`src/design/lkvc_pkg.sv`:
```
// shared types and constants for the lru key-value cache
package lkvc_pkg;

    localparam int MAX_ENTRIES_DEF = 16;
    localparam int KEY_W           = 31;
    localparam int VAL_W           = 31;
    localparam int RD_W            = 32;
    localparam int CAP_W           = 5;

    localparam logic [CAP_W-1:0] CAP_RESET  = 5'd16;
    localparam logic [RD_W-1:0]  MISS_VALUE = '1;

    localparam logic FUNC_GET = 1'b0;
    localparam logic FUNC_PUT = 1'b1;

    typedef struct packed {
        logic             func;
        logic [KEY_W-1:0] key;
        logic [VAL_W-1:0] value;
    } req_t;

    typedef struct packed {
        logic             was_present;
        logic [RD_W-1:0]  read_value;
        logic             did_evict;
        logic [KEY_W-1:0] evicted_key;
    } rsp_t;

endpackage

```
`src/design/lkvc_table.sv`:
```
// entry table: key match, recency ranks, victim choice and state update
module lkvc_table #(
    parameter int MAX_ENTRIES = lkvc_pkg::MAX_ENTRIES_DEF
) (
    input  logic                       clk,
    input  logic                       rst_n,
    input  logic [lkvc_pkg::CAP_W-1:0] capacity,
    input  logic                       req_fire,
    input  lkvc_pkg::req_t             req,
    output lkvc_pkg::rsp_t             rsp
);
    import lkvc_pkg::*;

    localparam int AW = $clog2(MAX_ENTRIES);
    localparam int CW = $clog2(MAX_ENTRIES + 1);
    localparam logic [CW-1:0] MAX_CNT = CW'(MAX_ENTRIES);

    logic [KEY_W-1:0]       key_mem [MAX_ENTRIES];
    logic [VAL_W-1:0]       val_mem [MAX_ENTRIES];
    logic [MAX_ENTRIES-1:0] valid_reg;
    logic [MAX_ENTRIES-1:0] valid_next;
    logic [AW-1:0]          age_reg [MAX_ENTRIES];
    logic [AW-1:0]          age_next [MAX_ENTRIES];
    logic [CW-1:0]          count_reg;
    logic [CW-1:0]          count_next;

    logic [MAX_ENTRIES-1:0] hit_vec;
    logic [MAX_ENTRIES-1:0] vic_vec;
    logic [MAX_ENTRIES-1:0] free_n;
    logic [MAX_ENTRIES-1:0] free_oh;
    logic [MAX_ENTRIES-1:0] ins_oh;
    logic [MAX_ENTRIES-1:0] wr_oh;
    logic                   hit;
    logic                   full;
    logic [VAL_W-1:0]       hit_value;
    logic [AW-1:0]          hit_age;
    logic [AW-1:0]          last_age;
    logic [KEY_W-1:0]       vic_key;
    logic [CW-1:0]          eff_cap;

    // effective capacity clamped to 1 .. MAX_ENTRIES
    always_comb
    begin
        if (capacity == '0)
            eff_cap = CW'(1);
        else if (32'(capacity) > 32'(MAX_ENTRIES))
            eff_cap = MAX_CNT;
        else
            eff_cap = CW'(capacity);
    end

    assign full     = count_reg >= eff_cap;
    assign last_age = AW'(count_reg - CW'(1));
    assign free_n   = ~valid_reg;
    assign free_oh  = free_n & (~free_n + MAX_ENTRIES'(1));
    assign ins_oh   = full ? vic_vec : free_oh;

    // parallel match; keys are unique so the hit vector has at most one bit set
    always_comb
    begin
        hit_value = '0;
        hit_age   = '0;
        vic_key   = '0;
        for (int i = 0; i < MAX_ENTRIES; i++)
        begin
            hit_vec[i] = valid_reg[i] && (key_mem[i] == req.key);
            vic_vec[i] = valid_reg[i] && (age_reg[i] == last_age);
            if (hit_vec[i])
            begin
                hit_value = hit_value | val_mem[i];
                hit_age   = hit_age | age_reg[i];
            end
            if (vic_vec[i])
                vic_key = vic_key | key_mem[i];
        end
        hit = |hit_vec;
    end

    always_comb
    begin
        valid_next = valid_reg;
        age_next   = age_reg;
        count_next = count_reg;
        wr_oh      = '0;
        if (req.func == FUNC_PUT)
            wr_oh = hit ? hit_vec : ins_oh;
        if (hit)
        begin
            for (int i = 0; i < MAX_ENTRIES; i++)
            begin
                if (valid_reg[i] && (age_reg[i] < hit_age))
                    age_next[i] = AW'(age_reg[i] + 1'b1);
                if (hit_vec[i])
                    age_next[i] = '0;
            end
        end
        else if (req.func == FUNC_PUT)
        begin
            for (int i = 0; i < MAX_ENTRIES; i++)
            begin
                if (ins_oh[i])
                begin
                    valid_next[i] = 1'b1;
                    age_next[i]   = '0;
                end
                else if (valid_reg[i])
                begin
                    age_next[i] = AW'(age_reg[i] + 1'b1);
                end
            end
            if (!full)
                count_next = CW'(count_reg + 1'b1);
        end
    end

    always_comb
    begin
        rsp.was_present = hit;
        if (req.func == FUNC_PUT)
            rsp.read_value = {1'b0, req.value};
        else if (hit)
            rsp.read_value = {1'b0, hit_value};
        else
            rsp.read_value = MISS_VALUE;
        rsp.did_evict   = (req.func == FUNC_PUT) && !hit && full;
        rsp.evicted_key = rsp.did_evict ? vic_key : '0;
    end

    always_ff @(posedge clk or negedge rst_n)
    begin
        if (!rst_n)
        begin
            valid_reg <= '0;
            count_reg <= '0;
            for (int i = 0; i < MAX_ENTRIES; i++)
                age_reg[i] <= '0;
        end
        else if (req_fire)
        begin
            valid_reg <= valid_next;
            count_reg <= count_next;
            age_reg   <= age_next;
        end
    end

    always_ff @(posedge clk)
    begin
        for (int i = 0; i < MAX_ENTRIES; i++)
        begin
            if (req_fire && wr_oh[i])
            begin
                key_mem[i] <= req.key;
                val_mem[i] <= req.value;
            end
        end
    end

`ifndef SYNTHESIS
    a_count_matches_valid: assert property (@(posedge clk) disable iff (!rst_n)
        $countones(valid_reg) == int'(count_reg))
        else $error("fill count disagrees with valid slots");

    a_count_bounded: assert property (@(posedge clk) disable iff (!rst_n)
        count_reg <= MAX_CNT)
        else $error("fill count above table size");

    a_single_hit: assert property (@(posedge clk) disable iff (!rst_n)
        $onehot0(hit_vec))
        else $error("key present in more than one slot");

    a_victim_unique: assert property (@(posedge clk) disable iff (!rst_n)
        (req_fire && (req.func == FUNC_PUT) && !hit && full) |-> $onehot(vic_vec))
        else $error("no unique least recent slot on eviction");
`endif

endmodule

```
`src/design/lru_key_value_cache_unit.sv`:
```
// top level of the lru key-value cache: channels, capacity register, pipeline registers
//
// Fully associative key-value cache with least-recently-used replacement.
// Request channel: in_valid/in_ready with func (0 get, 1 put), lookup_key
// and write_value. Result channel: out_valid/out_ready with was_present,
// read_value (-1 on a get miss), did_evict and evicted_key.
// capacity_in_use is written whenever capacity_wr_en is high; write it only
// while no request is in flight. Values of 0 act as 1, values above
// MAX_ENTRIES act as MAX_ENTRIES.
// A request transfer is registered in the input register; from there it is
// looked up and applied to the table, and its result goes to the output
// register that drives out_valid. Throughput: one request per cycle while
// out_ready does not stall the result, set by the combinational match, rank
// update and victim select over all entries.
// A stalled result holds in the output register; one more request waits in
// the input register, then in_ready drops until out_ready returns.
// Reset clears all valid marks, ranks and the fill count, sets the capacity
// to 16 and empties both pipeline registers. No clearing pass is needed.
module lru_key_value_cache_unit #(
    parameter int MAX_ENTRIES = lkvc_pkg::MAX_ENTRIES_DEF
) (
    input  logic                             clk,
    input  logic                             rst_n,
    input  logic                             capacity_wr_en,
    input  logic [lkvc_pkg::CAP_W-1:0]       capacity_in_use,
    input  logic                             in_valid,
    output logic                             in_ready,
    input  logic                             func,
    input  logic [lkvc_pkg::KEY_W-1:0]       lookup_key,
    input  logic [lkvc_pkg::VAL_W-1:0]       write_value,
    output logic                             out_valid,
    input  logic                             out_ready,
    output logic                             was_present,
    output logic signed [lkvc_pkg::RD_W-1:0] read_value,
    output logic                             did_evict,
    output logic [lkvc_pkg::KEY_W-1:0]       evicted_key
);
    import lkvc_pkg::*;

    logic [CAP_W-1:0] cap_reg;
    logic             req_valid_reg;
    req_t             req_reg;
    logic             out_valid_reg;
    rsp_t             rsp_reg;
    rsp_t             rsp_next;
    logic             advance;
    logic             req_fire;

    assign advance  = !out_valid_reg || out_ready;
    assign req_fire = req_valid_reg && advance;
    assign in_ready = !req_valid_reg || advance;

    lkvc_table #(
        .MAX_ENTRIES(MAX_ENTRIES)
    ) u_table (
        .clk     (clk),
        .rst_n   (rst_n),
        .capacity(cap_reg),
        .req_fire(req_fire),
        .req     (req_reg),
        .rsp     (rsp_next)
    );

    always_ff @(posedge clk or negedge rst_n)
    begin
        if (!rst_n)
            cap_reg <= CAP_RESET;
        else if (capacity_wr_en)
            cap_reg <= capacity_in_use;
    end

    // input stage
    always_ff @(posedge clk or negedge rst_n)
    begin
        if (!rst_n)
            req_valid_reg <= 1'b0;
        else if (in_ready)
            req_valid_reg <= in_valid;
    end

    always_ff @(posedge clk)
    begin
        if (in_valid && in_ready)
        begin
            req_reg.func  <= func;
            req_reg.key   <= lookup_key;
            req_reg.value <= write_value;
        end
    end

    // result stage
    always_ff @(posedge clk or negedge rst_n)
    begin
        if (!rst_n)
            out_valid_reg <= 1'b0;
        else if (advance)
            out_valid_reg <= req_valid_reg;
    end

    always_ff @(posedge clk)
    begin
        if (req_fire)
            rsp_reg <= rsp_next;
    end

    assign out_valid   = out_valid_reg;
    assign was_present = rsp_reg.was_present;
    assign read_value  = signed'(rsp_reg.read_value);
    assign did_evict   = rsp_reg.did_evict;
    assign evicted_key = rsp_reg.evicted_key;

endmodule

```
`config.mk`:
```
export PLATFORM = sky130hd
export DESIGN_NAME = lru_key_value_cache_unit
export DESIGN_NICKNAME = d
export VERILOG_FILES = /design/src/design/lkvc_pkg.sv /design/src/design/lkvc_table.sv /design/src/design/lru_key_value_cache_unit.sv
export SDC_FILE = /design/constraint.sdc
export NUM_CORES = 2
export LEC_CHECK = 0
export BUFFER_PORTS_ARGS = -buffer_cell sky130_fd_sc_hd__buf_2
export CAP_MARGIN = 20
export CORE_UTILIZATION = 50
export DETAILED_ROUTE_END_ITERATION = 16
export HOLD_SLACK_MARGIN = 0.08
export MAX_ROUTING_LAYER = met4
export PLACE_DENSITY_LB_ADDON = 0.12
export SETUP_SLACK_MARGIN = 0.1
export SLEW_MARGIN = 40
export SYNTH_ARGS = -nofsm -noshare
export SYNTH_HDL_FRONTEND = slang
export SYNTH_HIERARCHICAL = 1
export SYNTH_SLANG_ARGS = --single-unit
```
`constraint.sdc`:
```
create_clock -name clk -period 19.6 [get_ports clk]
set_clock_uncertainty 0.1 [all_clocks]
set_input_delay 2.94 -clock clk [delete_from_list [all_inputs] [get_ports clk]]
set_output_delay 2.94 -clock clk [all_outputs]
set_load 0.02 [all_outputs]
```
---- Word level (Yosys, flattened, before mapping) ----
Memory sizes are Yosys's and may differ from the RTL's.
Index checks and enable logic that the tools add are counted.
word-level totals
  memory bits (writable) .................. 992
  register bits ........................... 220
  memories kept ........................... 2
  logic and storage cells ................. 459
operators by class
  $lt $le $gt $ge ......................... 18
  equal/unequal tests ..................... 48
  add/subtract/negate cells ............... 19
  reductions and logical operators ........ 125
  bitwise logic cells ..................... 50
  multiplexer cells ....................... 153
memory list
  name             words  bits a word  read ports  clocked after memory_dff  write ports  RTL line          source
  u_table.key_mem  16     31           16          0                         16           lkvc_table.sv:18  logic [KEY_W-1:0] key_mem [MAX_ENTRIES];
  u_table.val_mem  16     31           16          0                         16           lkvc_table.sv:19  logic [VAL_W-1:0] val_mem [MAX_ENTRIES];
operator list
  operator                                                                 count
  31-bit 2-to-1 mux                                                        33
  31-bit OR                                                                30
  31-bit equality test                                                     16
  4-bit 2-to-1 mux                                                         80
  4-bit AND reduction                                                      33
  64-bit 2-to-1 mux                                                        2
  1-bit logical AND                                                        68
  4-bit by 1-bit adder with 4-bit output, second input constant            16
  4-bit equality test                                                      16
  4-bit < comparator                                                       16
  4-bit OR                                                                 15
  16-bit 2-to-1 mux                                                        3
  3-bit by 2-bit inequality test with 1-bit output, second input constant  16
  3-bit nonzero test                                                       16
  1-bit 2-to-1 mux                                                         32
  32-bit 2-to-1 mux                                                        1
  16-bit NOT                                                               2
  16-bit by 1-bit adder with 16-bit output, second input constant          1
  16-bit AND                                                               1
  16-bit OR reduction                                                      1
  5-bit 2-to-1 mux                                                         2
  5-bit by 1-bit adder with 5-bit output, second input constant            1
  5-bit >= comparator                                                      1
  5-bit greater-than comparator, second input constant                     1
  other kinds (6)                                                          10

---- Longest topological paths before layout ----
An unclocked memory read counts as a cell.
  depth in word-level cells ............... 39
  depth in mapped cells ................... 21
  mapped depth without buffers ............ 17

---- Hierarchy ----
The synthesis kept the hierarchy.
modules (own cells, without submodules)
  module                    times used  seq. area each (um^2)  cells each  area each (um^2)
  lkvc_table                1           31915.6                3697        50196.9
  lru_key_value_cache_unit  1           4020.1                 146         4115.2

---- Worst setup path after synthesis ----
OpenSTA, ideal clock, no wires.
  kind .................................... input to register
  start ................................... in out_ready
  end ..................................... mem u_table.key_mem[9][0], in the netlist u_table/key_mem[1][31] (enable)
  setup time .............................. 482 ps
  setup slack ............................. 10956 ps
  buffers on the path ..................... 1
  data required time ...................... 19018 ps
  stages on the path ...................... 5
  data arrival time ....................... 8062 ps
  cells stage by stage .................... nand2b_1 and2_1 nand2_1 clkbuf_1 nor2_1
RTL lines
  element          RTL line                        source
  start, declared  lru_key_value_cache_unit.sv:32  input logic out_ready,
  end, declared    lkvc_table.sv:18

---- Worst setup path after layout ----
  start ................................... reg req_reg[57] (netlist bit)
  end ..................................... reg u_table/age_reg[20] (netlist bit)
on the way
  cells in the longest elaborated chain, start to end .. 37
  elaborated cells between the ends (all ways) .. 72
  classes of those cells .................. order compare (1); eq/ne (17); mux (18); bitwise (15); reduce/logical (21)
ends and longest elaborated chain
  element                                                     RTL line                        source
  start, declared                                             lru_key_value_cache_unit.sv:42  req_t req_reg;
  31-bit equality test                                        lkvc_table.sv:66                hit_vec[i] = valid_reg[i] && (key_mem[i] == req.key);
  1-bit logical AND                                           lkvc_table.sv:66
  4-bit 2-to-1 mux                                            lkvc_table.sv:68                if (hit_vec[i])
  4-bit OR                                                    lkvc_table.sv:71                hit_age = hit_age | age_reg[i];
  4-bit 2-to-1 mux                                            lkvc_table.sv:68
  4-bit OR                                                    lkvc_table.sv:71
  4-bit 2-to-1 mux                                            lkvc_table.sv:68
  4-bit OR                                                    lkvc_table.sv:71
  (+21 left out)                                              n/a
  4-bit OR                                                    lkvc_table.sv:71
  4-bit 2-to-1 mux                                            lkvc_table.sv:68
  4-bit OR                                                    lkvc_table.sv:71
  4-bit 2-to-1 mux                                            lkvc_table.sv:68
  4-bit < comparator                                          lkvc_table.sv:91                if (valid_reg[i] && (age_reg[i] < hit_age))
  1-bit logical AND                                           lkvc_table.sv:91
  3-bit by 2-bit inequality test with 1-bit output (no line)  n/a
  4-bit AND reduction (no line)                               n/a
  end signal, assigned                                        lkvc_table.sv:142               age_reg <= age_next;
  end, declared                                               lkvc_table.sv:22                logic [AW-1:0] age_reg [MAX_ENTRIES];
Several ways; a longest one is shown, not always the timed one.
A chain may end at the register's enable or synchronous reset.

==> metrics.txt <==
Post-synth EDFFs=between 1k and 1.5k; Hold Crit Start=u_table/count_reg[4]; reg2reg end=u_table/age_reg[20]; die height=between 300 and 400 um; Min Clock Period, post-route=6.52 ns; FF+latch area=35,900 um2; P_leak=approximately 20 nW; number of synthesized register bits=roughly 1.2k; Synth warnings=6; Clock Tree Buf Depth=3; Worst EP required=20.13 ns; Starting Density=around 51%; RSZ-0062 raised after global routing=no; setup bufs post-CTS=0; grt ovf=0; num ports=140; vias=between 30k and 40k; Startpoint Class=flop; flop2flop setup slack=~13 ns; DRT antenna net count=0; Core Footprint=approximately 110,000 um2; row cnt=120; Post-synth ARST share=7.59%; Synth Instances=roughly 3.8k; Die Footprint=~110,000 um2; multi-input logic area=about 18,000 um2; post-synthesis sequential area ratio=roughly 66%; Syn Area/Cell=~14 um2; H-Tree Level Count=4; DRC Markers=0; Max Slew Vio Count=0; max cap viols=0; worst-skew pair later-pin latency=slightly below 0.8 ns; status=finished clean; Final setup viols=0; global-route wire length before repair=roughly 300 mm; root buffer cell=clkbuf_16; Post-DP HPWL=roughly 150 mm; first-iteration detailed-routing DRC count=~6.4k; Routability Congestion=1.07; share of cells above drive strength 1=~15%; Fill cells=~8.5k; fin nets=approximately 4.2k; fin util=57.6%; slowest CP cell=nor4_1; initial antenna violation count=13; CTS Sinks=~1.2k; GR Util All Layers=between 40% and 50%; R2R depth=16; PortBufs=139; Syn Std Cell Area=54,300 um2; worst hold path type=reg -> reg; detailed-route vias per instance=roughly 7; Post-Syn Nets=around 4k; CTS Hold Bufs=0; fmax=153 MHz; relative slew slack=about a quarter; top_reg_cell synth=edfxtp_1; largest net degree at the start of global routing=between 60 and 70; Synth cell types=around 80; Crit path largest cell delay=between 0.9 and 1 ns; TritonCTS Buffers=roughly 130; Yosys top cell area share=about three fifths; measured slew at the worst slew-check pin=1.11 ns; CTS resizes=0; Hold Path Stages=1; dominant cell type by area after synthesis=edfxtp_1; WL/cell=40.2 um; peak supply drop=around 0.0001 V; period utilization=between 30% and 40%; Critical R2R Launch=req_reg[57]; top cells by area, synth=edfxtp_1 (62%), xnor2_1 (8.0%), dfrtp_1 (4.2%); Setup TNS=0 ns; DP Area=57,200 um2; clock-pin slew on the worst setup and hold paths=0.06 ns; total power=0.00806 W; Crit path top cell by count=buf_4; Hold Fails Final Rpt=0; cells along the critical path=buf_4, xnor2_1, nand4_1, nor4_1, and2_2, buf_4, a22oi_1, nand3_1, nor2_1, buf_4, ha_1, a211o_1, o311ai_0, nand2_1, a21o_1, a22o_1; synthesis-to-layout area growth=13.9%; kind of end point of the critical path=flop; Critical Path AT=roughly 7.1 ns; Die W=332 um; PD cells=130 nW/um2; Setup CP Type=reg -> reg; vias in the first global route=35.3k; Max FO, Critical Path=37; Initial DRT Pass Iterations=6; Hold Path End=u_table/count_reg[4]; final instance area=~62,000 um2; TritonCTS clock tree=built; final wirelength=around 220 mm
==> cells by family after synthesis <==
kind of cell / count (synthesis) / synth area share [%]
flip-flops: 1212 / 66.2
AND/OR/NAND/NOR: 920 / 9.28
AO/OA/AOI/OAI: 781 / 10.9
XOR/XNOR: 561 / 9.06
buffers and inverters: 288 / 2.71
adder cells (fa/ha/maj): 71 / 1.64
multiplexers: 10 / 0.203
==> metal layers <==
| metal | share of wire (%) | wire [um] | track usage [%] |
|---|---|---|---|
| met4 | 4.8 | 10800 | 17.7 |
| met3 | 14 | 31300 | 13.9 |
| met2 | 41 | 92000 | 55.6 |
| met5 | 0 | 0 | - |
| met1 | 40 | 88900 | 57.3 |
==> how the worst max path moves through the flow <==
stage / from / endpoint / slack (ns) / cells after the start
finish: req_reg[57] / u_table/age_reg[20] / 13.08 / 16
global route: req_reg[34] / u_table/age_reg[37] / 13.00 / 17
CTS: out_ready / in_ready / 13.16 / 3
detailed placement: out_ready / u_table/key_mem[0][60] / 12.81 / 7
global placement: out_ready / u_table/val_mem[1][152] / 12.70 / 6
floorplan: out_ready / u_table/key_mem[1][31] / 10.96 / 5
==> report_power, final <==
group / total [W] / leakage (nW) / switching (W) / internal (W)
Combinational: 0.00219 / 6.84 / 0.00157 / 0.000620
Clock: 0.00260 / 2.22 / 0.00110 / 0.00150
Sequential: 0.00326 / 11.3 / 0.000213 / 0.00305
Total: 0.00806 / 20.3 / 0.00289 / 0.00517
==> metrics by stage <==
step	std cells	hold slack, ns	setup WS (ns)
after floorplan	3843	0.349	10.96
after global placement	5285	0.373	12.70
after detailed placement	5291	0.371	12.81
after CTS	5534	0.382	13.16
after global routing	5547	0.406	13.00
final	5547	0.374	13.08
==> worst max-delay path, delay by kind of cell, from the launching register on <==
kind / cells / cell delay, ns
AO/OA/AOI/OAI: 5 / 1.39
AND/OR/NAND/NOR: 6 / 2.30
buffers and inverters: 3 / 1.17
XOR/XNOR: 1 / 0.72
flip-flops: 1 / 0.35
adder cells (fa/ha/maj): 1 / 0.30
==> placed cells by master, fill, tap and decap left out, types with 75 or more instances in the layout <==
| cell | instances |
|---|---|
| nor4_1 | 75 |
| nand3_1 | 154 |
| clkbuf_16 | 136 |
| a221oi_1 | 97 |
| nand4_1 | 294 |
| xnor2_1 | 469 |
| nand2_1 | 105 |
| edfxtp_1 | 1120 |
| a22o_1 | 112 |
| nor2_1 | 122 |
| dfrtp_1 | 91 |
| a22oi_1 | 302 |
| buf_4 | 113 |
| buf_2 | 138 |
==> layout make-up <==
class,instances,share of cell area (%)
Inverter,66,0.400
Antenna cell,12,0.0485
Clock buffer,157,5.66
Tap cell,1403,2.84
Timing Repair Buffer,268,2.94
Sequential cell,1212,58.1
Clock inverter,86,1.64
Multi-Input combinational cell,2343,28.4
==> Yosys cell counts, types with 12 or more instances <==
cell	number
nand2_1	106
nand4_1	294
nor2_1	137
and2_1	17
ha_1	71
buf_1	38
a21o_1	32
dfrtp_1	91
nor4_1	95
buf_6	35
nand3_1	155
xnor2_1	494
xor2_1	66
a22oi_1	302
a22o_1	112
nand2b_1	39
buf_4	33
o21ai_0	64
a221oi_1	97
nor3_1	23
a222oi_1	12
a21oi_1	69
clkbuf_1	112
a211o_1	16
edfxtp_1	1120
inv_1	66
No activity file was read; power rests on OpenSTA's default activity.
